[src/hdl/plst_pkg.sv]
// Shared types and constants for the peer link statistics table.
package plst_pkg;

  typedef enum logic [3:0] {
    K_ADD      = 4'd0,
    K_REMOVE   = 4'd1,
    K_RX       = 4'd2,
    K_ACK      = 4'd3,
    K_SENT     = 4'd4,
    K_FAIL     = 4'd5,
    K_DRVERR   = 4'd6,
    K_LOST     = 4'd7,
    K_RETRY    = 4'd8,
    K_QUERY    = 4'd9,
    K_RESETALL = 4'd10,
    K_FLUSHDONE = 4'd11
  } kind_t;

  typedef enum logic [1:0] {S_IDLE, S_LOOK, S_MATH, S_DONE} bst_t;

  localparam logic [1:0] ST_OK      = 2'd0;
  localparam logic [1:0] ST_UNKNOWN = 2'd1;
  localparam logic [1:0] ST_FULL    = 2'd2;

  localparam logic signed [7:0] RSSI_NONE = -8'sd127;
  localparam logic [8:0] RTT_WEIGHT = 9'd32;

  localparam logic [2:0] REG_RX = 3'd0;
  localparam logic [2:0] REG_TX = 3'd1;
  localparam logic [2:0] REG_FAIL = 3'd2;
  localparam logic [2:0] REG_DRV = 3'd3;
  localparam logic [2:0] REG_LOST = 3'd4;
  localparam logic [2:0] REG_RTT = 3'd5;

  localparam logic [2:0] CNT_RX = 3'd0;
  localparam logic [2:0] CNT_SENT = 3'd1;
  localparam logic [2:0] CNT_LOST = 3'd2;
  localparam logic [2:0] CNT_FAIL = 3'd3;
  localparam logic [2:0] CNT_DRV = 3'd4;
  localparam logic [2:0] CNT_RETRY = 3'd5;

  // Event as classified by the front end.
  typedef struct packed {
    logic [3:0]  kind;
    logic [7:0]  peer;
    logic [7:0]  rssi;
    logic [15:0] rtt;
    logic [7:0]  weight;
  } evt_t;

  function automatic logic [7:0] weight_for(input logic [31:0] hb);
    logic [7:0] w;
    if (hb == 32'd0) w = 8'd51;
    else if (hb < 32'd5000) w = 8'd26;
    else if (hb < 32'd30000) w = 8'd64;
    else w = 8'd102;
    return w;
  endfunction

endpackage

[src/hdl/plst_front.sv]
// Front end: accepts events, computes the add weight and queues them.
module plst_front import plst_pkg::*; (
  input  logic        clk,
  input  logic        rst_n,
  input  logic        start,
  output logic        busy,
  input  logic [3:0]  in_kind,
  input  logic [7:0]  in_peer_id,
  input  logic [7:0]  in_rssi_sample,
  input  logic [15:0] in_rtt_sample_ms,
  input  logic [31:0] in_heartbeat_ms,
  input  logic        pop,
  output logic        q_valid,
  output evt_t        q_evt
);

  evt_t q_r [2];
  logic [1:0] cnt_r, cnt_nxt;
  logic       rd_r, rd_nxt, wr_r, wr_nxt;
  logic       push;
  evt_t       e;

  assign busy = (cnt_r == 2'd2);
  assign push = start && !busy;
  assign q_valid = (cnt_r != 2'd0);
  assign q_evt = q_r[rd_r];

  always_comb begin
    e.kind = in_kind;
    e.peer = in_peer_id;
    e.rssi = in_rssi_sample;
    e.rtt = in_rtt_sample_ms;
    e.weight = weight_for(in_heartbeat_ms);
    cnt_nxt = cnt_r + {1'b0, push} - {1'b0, pop};
    rd_nxt = pop ? !rd_r : rd_r;
    wr_nxt = push ? !wr_r : wr_r;
  end

  always_ff @(posedge clk) begin
    if (!rst_n) begin
      cnt_r <= 2'd0;
      rd_r <= 1'b0;
      wr_r <= 1'b0;
    end else begin
      cnt_r <= cnt_nxt;
      rd_r <= rd_nxt;
      wr_r <= wr_nxt;
    end
    if (push) q_r[wr_r] <= e;
  end

endmodule

[config.mk]
export PLATFORM = sky130hd
export DESIGN_NAME = plst_front
export DESIGN_NICKNAME = d
export VERILOG_FILES = /design/src/hdl/plst_pkg.sv /design/src/hdl/plst_front.sv
export SDC_FILE = /design/constraint.sdc
export NUM_CORES = 1
export LEC_CHECK = 0
export BUFFER_PORTS_ARGS = -buffer_cell sky130_fd_sc_hd__buf_4
export CORE_ASPECT_RATIO = 0.5
export CORE_MARGIN = 2
export CORE_UTILIZATION = 50
export CTS_CLUSTER_DIAMETER = 80
export DETAILED_ROUTE_END_ITERATION = 16
export PLACE_DENSITY_LB_ADDON = 0.3
export SLEW_MARGIN = 20
export SYNTH_ARGS = -nofsm -noshare
export SYNTH_HDL_FRONTEND = slang
export SYNTH_SLANG_ARGS = --single-unit
[constraint.sdc]
create_clock -name clk -period 4 [get_ports clk]
set_input_delay 0.2 -clock clk [delete_from_list [all_inputs] [get_ports clk]]
set_output_delay 0.2 -clock clk [all_outputs]
set_load 0.02 [all_outputs]
After elaboration in Yosys (flattened, before gate mapping)
Memories as Yosys holds them, arrays and structs flattened. A register that Yosys moved wholly into a read port is not among the register bits.
Index checks and enable logic that the tools add are counted.

storage, ports and cells
  register bits = 4
  word-level logic and storage cells = 22
  memories = 1
  memory bits (writable) = 86
  output and inout port bits = 46

memories
  memory  depth  width  rd ports  clocked after memory_dff  write ports  RTL line          RTL
  q_r     2      43     1         1                         1            plst_front.sv:17  evt_t q_r [2];

operators by class
  add/subtract/negate cells = 2
  muxes and demuxes = 7
  reduce and logical (&&, ||, !) cells = 6
  $lt $le $gt $ge = 2
  eq/ne operators = 1

operators with widths
  operator                                                      count
  zero test 32 bit                                              1
  less-than comparator 32 x 13 -> 1 bit, second input constant  1
  less-than comparator 32 x 15 -> 1 bit, second input constant  1
  two-way mux 7 bit                                             2
  two-way mux 6 bit                                             1
  two-way mux 1 bit                                             4
  zero test 1 bit                                               3
  adder 2 x 1 -> 2 bit                                          1
  == test 2 bit, second input constant                          1
  nonzero test 2 bit                                            1
  subtractor 2 x 1 -> 2 bit                                     1
  logical AND 1 bit                                             1

Longest topological paths before layout
Gate-level depths: netlist of the first run.

  depth after elaboration = 5
  depth in mapped cells = 8

Least setup slack after synthesis of the first run
Ideal clock, no wire load.

  path type = reg-to-reg
  from = register cnt_r[0]
  to = memory q_r[0][0] (netlist name), enable pin
  arrival = 2.365 ns
  setup slack = 1.192 ns
  cell stages (with the launch flop) = 4
  setup time = 0.443 ns
  clock period less this slack = 2.808 ns
  buffers on the path = 0
  cells stage by stage = dfxtp_1 -> nand2b_1 -> nand2_1 -> nor2_1

on the way
  longest elaborated chain between the ends = 5

RTL lines
  what                                     RTL line          RTL
  from (decl)                              plst_front.sv:18  logic [1:0] cnt_r, cnt_nxt;
  from (signal assigned)                   plst_front.sv:45  cnt_r <= cnt_nxt;
  == test 2 bit                            plst_front.sv:23  assign busy = (cnt_r == 2'd2);
  zero test 1 bit                          plst_front.sv:24  assign push = start && !busy;
  logical AND 1 bit                        plst_front.sv:24
  two-way mux 1 bit                        plst_front.sv:49  if (push) q_r[wr_r] <= e;
  two-way mux 1 bit (implied by the code)  plst_front.sv:49
  to (decl)                                plst_front.sv:17

No other way between the ends.

==> summary.md, run 1 <==
| Metric | Value |
|---|---|
| Status | finished clean |
| EDFF count, synth | 86 |
| Hold Path Class | in2reg |
| Switching share of power | 0.2440 |
| CTS tree | built |
| Clock share of power | 0.339 |
| Input/output buffers | 116 |
| Share of cells above drive strength 1 | 0.5815 |
| Worst-skew pair later-pin latency | 0.33 ns |
| Max-cap violations | 0 |
| Vias in the first global route | 2,228 |
| Final Max Slew Viols | 0 |
| Post-synthesis sequential area ratio | 0.7643 |
| LEAKAGE | 1.836 nW |
| Startpoint Class | flop |
| Reg2reg end | q_r[0][42]$_DFFE_PP_ |
| Kind of critical path | reg2out |
| Max Clock Skew | 0.004467 ns |
| Post_cts resized | 0 |
| Most common cell after layout, fill and taps aside | buf_4 |
| Worst R2R Path Depth | 4 |
| Fin. Hold Viols | 0 |
| Setup violations, final | 0 |
| Hold Crit Start | in_rssi_sample[0] |
| ANT nets after route | 0 |
| TritonCTS buffer count | 9 |
| Boundary Pins | 118 |
| Final Cell Area | 4842 µm² |
| GRT Resource Usage Total | 0.1710 |
| Top_reg_cell synth | edfxtp_1 |
| Antenna diodes | 0 |
| Row count | 21 |
| WL/cell | 15.56 µm |
| Slew of the pin with the lowest slew margin | 1.010 ns |
| Peak supply drop | 249.8 µV |
| Relative max-transition margin | 0.3264 |
| Max FO, Critical Path | 43 |
| First DRT Iteration DRCs | 105 |
| Width of the die | 122.5 µm |
| Antenna violations before repair | 0 |
| Gr ovfl total | 0 |
| Clk sinks | 91 |
| Router iterations before antenna repair | 4 |
| Power Density | 570.2 nW/µm² |
| First-pass GRT wire length | 9756 µm |
| CP Data Arrival Time | 1.94 ns |
| Flop-to-flop setup slack | 2.22 ns |
| Number of buffers on the longest clock path | 2 |
| Final WL | 6300 µm |
| DP Area | 4502 µm² |
| Via density | 5.052 |
| Worst setup EP type | output pin |
| # hold bufs at CTS | 0 |
| Int Power | 0.002088 W |
| DIE AREA | 7746 µm² |
| Yosys reg bits | 91 |
| RSZ-0062 raised after global routing | false |
| Detailed placement HPWL | 4351 µm |
| Cells after Synth | 186 |
| Die height | 63.24 µm |
| Core Area | 6726 µm² |
| CTS Root Cell | clkbuf_16 |
| Syn_nets | 260 |
| YS warnings | 0 |
| Final setup TNS | 0 ns |
| Total power | 0.002761 W |
| Asr flop ratio synth | 0 |
| Mapped cell area | 3510 µm² |
| Synthesis-to-layout area growth | 37.97% |
| Fmax | 0.4681 GHz |
| Drc violations | 0 |
| Most frequent cells in the layout | buf_4, edfxtp_1, mux2_2 |
| GPL Wtd Cong | 0.7755 |
| Period utilization | 0.5341 |
| Tmin final | 2.136 ns |
| Cells on Worst Hold Path | 1 |
| Critical R2R Launch | cnt_r[0]$_SDFF_PN0_ |
| CP required | 3.80 ns |
| H-tree depth | 3 |
| Initial Util | 0.5218 |
| Mapped Avg Cell Area | 18.87 µm² |
| Largest net degree at the start of global routing | 44 |
| Nets | 382 |
| Worst-path clk slew | 0.06 ns |
| Setup bufs post-CTS | 0 |
| Flop pwr share | 0.457 |
| Via count | 2,046 |
| Worst setup endpoint | q_evt[22] |
| Psw | 0.0006736 W |
| Combinational Power Share | 0.204 |
| Synth cell types | 29 |
metrics by stage:
step                cells  hold WS (ns)  utilization  setup slack [ns]
detailed placement    389        0.3879       0.6693             2.182
CTS                   405       0.04299       0.7199             1.813
global placement      388        0.3859       0.6652             2.071
global route          405       0.04040       0.7199             1.759
finish                405       0.05325       0.7199             1.864
floorplan             186        0.2989            -             1.192
worst min path at each step:
stage | end | slack (ns)
final | q_r[0][24]$_DFFE_PP_ | 0.05
after global routing | q_r[1][17]$_DFFE_PP_ | 0.04
after CTS | q_r[0][18]$_DFFE_PP_ | 0.04
after detailed placement | q_r[0][31]$_DFFE_PP_ | 0.39
after global placement | q_r[1][24]$_DFFE_PP_ | 0.39
after floorplan | q_r[0][10]$_DFFE_PP_ | 0.30
worst max-delay path: stages, from the launching register on:
cell and delay [ns]:
dfxtp_2 0.99, mux2_2 0.44, buf_4 0.16
area by class of cell:
cell class | count | area [µm²]
flip-flops and latches | 91 | 2684
fillers | 472 | 1884
inverters | 4 | 15.01
repair buffers | 117 | 898.4
well taps | 92 | 115.1
clock buffers | 9 | 225.2
clock inverters | 7 | 115.1
multi-input cells | 85 | 789.5
synth_stat cells, types with 2 or more instances:
| library cell | n | area (µm²) |
|---|---|---|
| a211oi_1 | 2 | 15.01 |
| edfxtp_1 | 86 | 2582 |
| inv_1 | 4 | 15.01 |
| mux2_2 | 43 | 484.2 |
| nand4_1 | 3 | 18.77 |
| nand2_1 | 4 | 15.01 |
| and3_1 | 2 | 12.51 |
| xnor2_1 | 3 | 26.28 |
| ha_1 | 2 | 25.02 |
| dfxtp_1 | 5 | 100.1 |
| o21ai_0 | 2 | 10.01 |
| nor4_1 | 4 | 25.02 |
| nor2_1 | 2 | 7.510 |
| and2_1 | 5 | 31.28 |
| buf_2 | 4 | 20.02 |
| nor3_1 | 2 | 10.01 |
state kept, by name, indices dropped and copies added, names as in the netlist, named ones only:
name	count
cnt_r	2
q_r	86
rd_r	1
wr_r	1
power by group through the flow:
| stage | clock network [W] | registers [W] | logic [W] |
|---|---|---|---|
| floorplan | 0 | 0.00126 | 0.000326 |
| global placement | 0 | 0.00127 | 0.000538 |
| detailed placement | 0 | 0.00128 | 0.000571 |
| CTS | 0.000956 | 0.00126 | 0.000573 |
| global route | 0.000988 | 0.00127 | 0.000605 |
| finish | 0.000937 | 0.00126 | 0.000563 |
logic make-up (layout without fill, tap and decap cells):
kind of cell | count (synthesis) | in the layout | synth area share
mux | 43 | 43 | 0.1380
flops | 91 | 91 | 0.7644
buf+inv | 10 | 137 | 0.01319
compound gates | 6 | 6 | 0.01069
simple gates | 29 | 29 | 0.05562
other cells | 1 | 1 | 0.001068
xor+xnor | 4 | 4 | 0.009984
fa+ha+maj | 2 | 2 | 0.007129
metal layers:
layer  GRT usage  share of wire  up-vias
li1            -              -      964
met1      0.1666           0.37      998
met2      0.3299           0.55       75
met3     0.05072          0.062        9
met4     0.07902          0.016        0
met5           0              0        -
No activity file was read; power rests on OpenSTA's default activity.
==> run 2: changes to the inputs <==
Settings changed: CORE_UTILIZATION 50 to 45.
Clock period 4 ns to 1.8 ns, I/O delays scaled along.
==> summary.md, run 2 (same netlist as run 1, synthesis figures left out) <==
| Metric | Value |
|---|---|
| Router iterations before antenna repair | 4 (unchanged) |
| Fmax | 0.6103 GHz |
| Initial Util | 0.4722 (-0.04954) |
| Critical Path Start | cnt_r[0]$_SDFF_PN0_ |
| First-pass GRT wire length | 10,480 µm (+7.4%) |
| Reg2reg end | cnt_r[1]$_SDFF_PN0_ |
| Gr ovfl total | 0 (unchanged) |
| Worst setup EP type | flop |
| CP Cell Sequence | nand2b_1 > nand2_2 > ha_1 > inv_1 > ha_1 > xnor2_1 > xnor2_1 > and2_1 |
| Cell at the slowest stage of the critical path | dfxtp_1 |
| Core Area | 7432 µm² (+10%) |
| Setup violations, final | 0 (unchanged) |
| Worst setup endpoint | cnt_r[1]$_SDFF_PN0_ |
| ANT nets after route | 0 (unchanged) |
| Max FO, Critical Path | 3 (-93%) |
| Largest net degree at the start of global routing | 26 (-41%) |
| Input/output buffers | 116 (unchanged) |
| Share of cells above drive strength 1 | 0.5297 (-0.05172) |
| Max Clock Skew | 0.003981 ns (-0.0004858 ns) |
| DIE AREA | 8564 µm² (+11%) |
| Most common cell after layout, fill and taps aside | buf_4 |
| Antenna violations before repair | 0 (unchanged) |
| Tmin final | 1.638 ns |
| Nets | 424 (+11%) |
| First DRT Iteration DRCs | 81 (-23%) |
| Status | finished clean |
| H-tree depth | 3 (unchanged) |
| GRT Resource Usage Total | 0.1672 (-0.003849) |
| Die height | 66.45 µm (+5.1%) |
| RSZ-0062 raised after global routing | false |
| Fin. Hold Viols | 0 (unchanged) |
| Row count | 22 (+4.8%) |
| Detailed placement HPWL | 4628 µm (+6.4%) |
| Startpoint Class | flop |
| Period utilization | 0.9102 |
| Power Density | 1113 nW/µm² (+95%) |
| Largest register by flop count | q_r |
| Worst-path clk slew | 0.06 ns (about the same) |
| LEAKAGE | 1.972 nW (+7.4%) |
| WHS | 0.1020 ns (+0.04879 ns) |
| Clk sinks | 91 (unchanged) |
| Largest registers | q_r (86), cnt_r (2) |
| Via density | 4.869 (-3.6%) |
| Drc violations | 0 (unchanged) |
| CTS Root Cell | clkbuf_16 |
| Antenna diodes | 0 (unchanged) |
| Worst-skew pair later-pin latency | 0.33 ns (about the same) |
| Critical R2R Launch | cnt_r[0]$_SDFF_PN0_ |
| Final WL | 6877 µm (+9.2%) |
| Cells on Worst Hold Path | 3 (+2) |
| Boundary Pins | 118 (unchanged) |
| Place WS | 0.1128 ns (-2.069 ns) |
| Max reg flops | 86 (unchanged) |
| CP Data Arrival Time | 1.86 ns (-0.08 ns) |
| Hold Path Class | in2reg |
| Vias in the first global route | 2,329 (+4.5%) |
| Final Worst Setup Slack | 0.1616 ns (-1.702 ns) |
| Most frequent cells in the layout | buf_4, edfxtp_1, mux2_2 |
| CP required | 2.02 ns (-1.78 ns) |
| CTS tree | built |
| Worst R2R Path Depth | 8 (+4) |
| WL/cell | 15.32 µm (-1.5%) |
| Flop-to-flop setup slack | 0.16 ns (-2.06 ns) |
| Via count | 2,186 (+6.8%) |
| CP peak stage delay | 0.34 ns (-0.65 ns) |
| Width of the die | 128.9 µm (+5.2%) |
| Final Max Slew Viols | 0 (unchanged) |
| Setup bufs post-CTS | 0 (unchanged) |
| TritonCTS buffer count | 9 (unchanged) |
| Final setup TNS | 0 ns (unchanged) |
| Number of buffers on the longest clock path | 2 (unchanged) |
| GPL Wtd Cong | 0.8125 (+4.8%) |
| Peak supply drop | 543.1 µV (+120%) |
| Synthesis-to-layout area growth | 46.63% |
| Kind of critical path | reg2reg |
| Max-cap violations | 0 (unchanged) |
run 2: where the power goes:
part           internal, W  switching, W  total [W]
clock             0.000909      0.000698    0.00161
sequential         0.00268     0.0000774    0.00276
combinational     0.000647      0.000713    0.00136
run 2: per-layer routing:
metal / up-vias / GRT usage / wire length (µm)
met5: - / 0 / 0
li1: 1044 / - / -
met4: 0 / 0.05842 / 97
met1: 1057 / 0.1715 / 2633
met2: 75 / 0.3168 / 3701
met3: 10 / 0.06311 / 445
run 2: worst max-delay path, delay by kind of cell, from the launching register on:
kind / cells / cell delay [ns]
xor gates and xnor gates: 2 / 0.27
adders and majority gates: 2 / 0.45
buffers and inverters: 1 / 0.04
DFF: 1 / 0.34
and+or+nand+nor: 3 / 0.43
run 2: layout make-up:
class / count / area [µm²]
sequential: 91 / 2684
timing repair buffer: 159 / 1286
clock buffer: 10 / 229.0
fill: 520 / 2286
inverter: 4 / 15.01
clock inverter: 4 / 20.02
tap: 96 / 120.1
multi-input combinational: 85 / 792.0
run 2: what timing repair did:
item / CTS / global route
hold endpoints to repair: 75 / 0
resized for setup: 0 / 1
hold buffers: 37 / 0
setup endpoints to repair: 0 / 1
run 2: worst min-delay path by stage:
stage	to	slack [ns]	from
finish	q_r[1][2]$_DFFE_PP_	0.10	in_heartbeat_ms[15]
detailed placement	q_r[0][24]$_DFFE_PP_	0.28	in_rssi_sample[0]
global placement	q_r[1][23]$_DFFE_PP_	0.28	in_rtt_sample_ms[15]
CTS	q_r[0][2]$_DFFE_PP_	0.09	in_heartbeat_ms[15]
floorplan	q_r[0][10]$_DFFE_PP_	0.19	in_rtt_sample_ms[2]
global route	q_r[0][2]$_DFFE_PP_	0.1	in_heartbeat_ms[15]
run 2: metrics by stage:
stage                     area (µm²)    util  cells  total power [W]
after floorplan                 3518       -    186         0.003515
after global placement          4524  0.6088    398         0.004061
after detailed placement        4524  0.6088    398         0.004114
after CTS                       5144  0.6921    449         0.005783
after global routing            5146  0.6924    449         0.005972
final                           5146  0.6924    449         0.005727
==> run 3: changes to the inputs <==
Settings changed: RECOVER_POWER from default to 25.
==> summary.md, run 3 (same netlist as run 1, synthesis figures left out) <==
| Metric | Value |
|---|---|
| Status | finished clean |
| Largest registers | q_r (86), cnt_r (2) |
| Switching share of power | 0.2594 (-0.0004016) |
| CP Data Arrival Time | 1.86 ns (about the same) |
| Final WL | 6803 µm (-1.1%) |
| TritonCTS buffer count | 9 (unchanged) |
| Psw | 0.001483 W (-0.36%) |
| Most common cell after layout, fill and taps aside | buf_4 |
| Max FO, Critical Path | 3 (unchanged) |
| Number of buffers on the longest clock path | 2 (unchanged) |
| Crit-path leading delay family | adder cells |
| Final Max Slew Viols | 0 (unchanged) |
| Router iterations before antenna repair | 4 (unchanged) |
| Finished Layout Cells | 449 (unchanged) |
| Row count | 22 (unchanged) |
| H-tree depth | 3 (unchanged) |
| CP peak stage delay | 0.34 ns (about the same) |
| Fin. Hold Viols | 0 (unchanged) |
| Max-cap violations | 0 (unchanged) |
| Kind of critical path | reg2reg |
| CP required | 2.02 ns (about the same) |
| Place WS | 0.1128 ns (unchanged) |
| WHS | 0.1008 ns (-0.001238 ns) |
| Antenna violations before repair | 0 (unchanged) |
| Share of cells above drive strength 1 | 0.5184 (-0.01133) |
| ANT nets after route | 0 (unchanged) |
| CP Cell Sequence | nand2b_1 > nand2_2 > ha_1 > inv_1 > ha_1 > xnor2_1 > xnor2_1 > and2_1 |
| Worst path bufs/invs | 1 (unchanged) |
| Nets | 424 (unchanged) |
| Startpoint Class | flop |
| Gr ovfl total | 0 (unchanged) |
| GRT Resource Usage Total | 0.1672 (unchanged) |
| CTS Root Cell | clkbuf_16 |
| Worst setup EP type | flop |
| Total power | 0.005716 W (-0.20%) |
| Synthesis-to-layout area growth | 46.20% |
| Largest net degree at the start of global routing | 26 (unchanged) |
| CTS tree | built |
| Die height | 66.45 µm (unchanged) |
| Power Density | 1114 nW/µm² (about the same) |
| Hold Path Class | in2reg |
| WL/cell | 15.15 µm (-1.1%) |
| Via density | 4.822 (-0.96%) |
| Cell at the slowest stage of the critical path | dfxtp_1 |
| First DRT Iteration DRCs | 91 (+12%) |
| Vias in the first global route | 2,329 (unchanged) |
| Worst-path clk slew | 0.06 ns (about the same) |
| Initial Util | 0.4722 (unchanged) |
| RSZ-0062 raised after global routing | false |
| Antenna diodes | 0 (unchanged) |
| Drc violations | 0 (unchanged) |
| Fmax | 0.6103 GHz (unchanged) |
| Width of the die | 128.9 µm (unchanged) |
| Flop pwr share | 0.483 (about the same) |
| Combinational Power Share | 0.236 (about the same) |
| First-pass GRT wire length | 10,480 µm (unchanged) |
| Final setup TNS | 0 ns (unchanged) |
| Worst-skew pair later-pin latency | 0.33 ns (about the same) |
| Boundary Pins | 118 (unchanged) |
| Detailed placement HPWL | 4628 µm (unchanged) |
| Input/output buffers | 116 (unchanged) |
| Int Power | 0.004233 W (-0.15%) |
| Largest register by flop count | q_r |
| GPL Wtd Cong | 0.8125 (unchanged) |
| Setup violations, final | 0 (unchanged) |
| LEAKAGE | 1.952 nW (-0.98%) |
| Period utilization | 0.9102 (unchanged) |
| Final Worst Setup Slack | 0.1616 ns (unchanged) |
| Via count | 2,165 (-0.96%) |
| Setup bufs post-CTS | 0 (unchanged) |
| Most frequent cells in the layout | buf_4, edfxtp_1, mux2_2 |
| Tmin final | 1.638 ns (unchanged) |
| Placed insts | 398 (unchanged) |
| Clock share of power | 0.281 (about the same) |
| Max Clock Skew | 0.004016 ns (+0.00003417 ns) |
| Core Area | 7432 µm² (unchanged) |
| DIE AREA | 8564 µm² (unchanged) |
| Peak supply drop | 543.1 µV (about the same) |
| Max reg flops | 86 (unchanged) |
| Clk sinks | 91 (unchanged) |
-- run 3: metrics by stage --
| step | instance area [µm²] | utilization |
|---|---|---|
| detailed placement | 4524 | 0.6088 |
| global placement | 4524 | 0.6088 |
| finish | 5131 | 0.6904 |
| global route | 5131 | 0.6904 |
| CTS | 5144 | 0.6921 |
| floorplan | 3518 | - |
-- run 3: power by group through the flow --
stage          clock, W  combinational [W]  sequential, W
2_1_floorplan         0           0.000733        0.00278
3_3_place_gp          0            0.00128        0.00278
3_5_place_dp          0            0.00131        0.00281
4_1_cts         0.00164            0.00138        0.00277
5_1_grt         0.00173            0.00144        0.00279
6_report        0.00160            0.00135        0.00276
-- run 3: final cells by class --
type                    count  area (µm²)
clock buffers              10       229.0
clock inverters             4       20.02
fillers                   526        2301
inverters                   4       15.01
multi-input cells          85       792.0
flip-flops and latches     91        2684
well taps                  96       120.1
repair buffers            159        1271
-- run 3: worst paths after layout --
| path | slack [ns] | cells past startpoint | endpoint | start |
|---|---|---|---|---|
| worst max-delay path | 0.16 | 8 | cnt_r[1]$_SDFF_PN0_ | cnt_r[0]$_SDFF_PN0_ |
| worst min-delay path | 0.10 | 3 | q_r[1][2]$_DFFE_PP_ | in_heartbeat_ms[15] |
| worst max register to register | 0.16 | 8 | cnt_r[1]$_SDFF_PN0_ | cnt_r[0]$_SDFF_PN0_ |
| worst min register to register | 0.57 | 2 | flop | rd_r$_SDFFE_PN0P_ |
-- run 3: timing repair --
item | CTS | global route
hold buffers | 37 | 0
setup endpoints to repair | 0 | 1
gates resized for setup | 0 | 1
endpoints found under the hold margin | 75 | 0
-- run 3: worst min-delay path: cells and delay by family --
family,cells,cell delay (ns)
buffers and inverters,2,0.16
AO/OA/AOI/OAI,1,0.06
-- run 3: layer usage --
metal / track usage / vias to the layer above / wire length, µm
met2: 0.3168 / 73 / 3684
li1: - / 1044 / -
met3: 0.06311 / 9 / 426
met5: 0 / - / 0
met4: 0.05842 / 0 / 97
met1: 0.1715 / 1039 / 2596
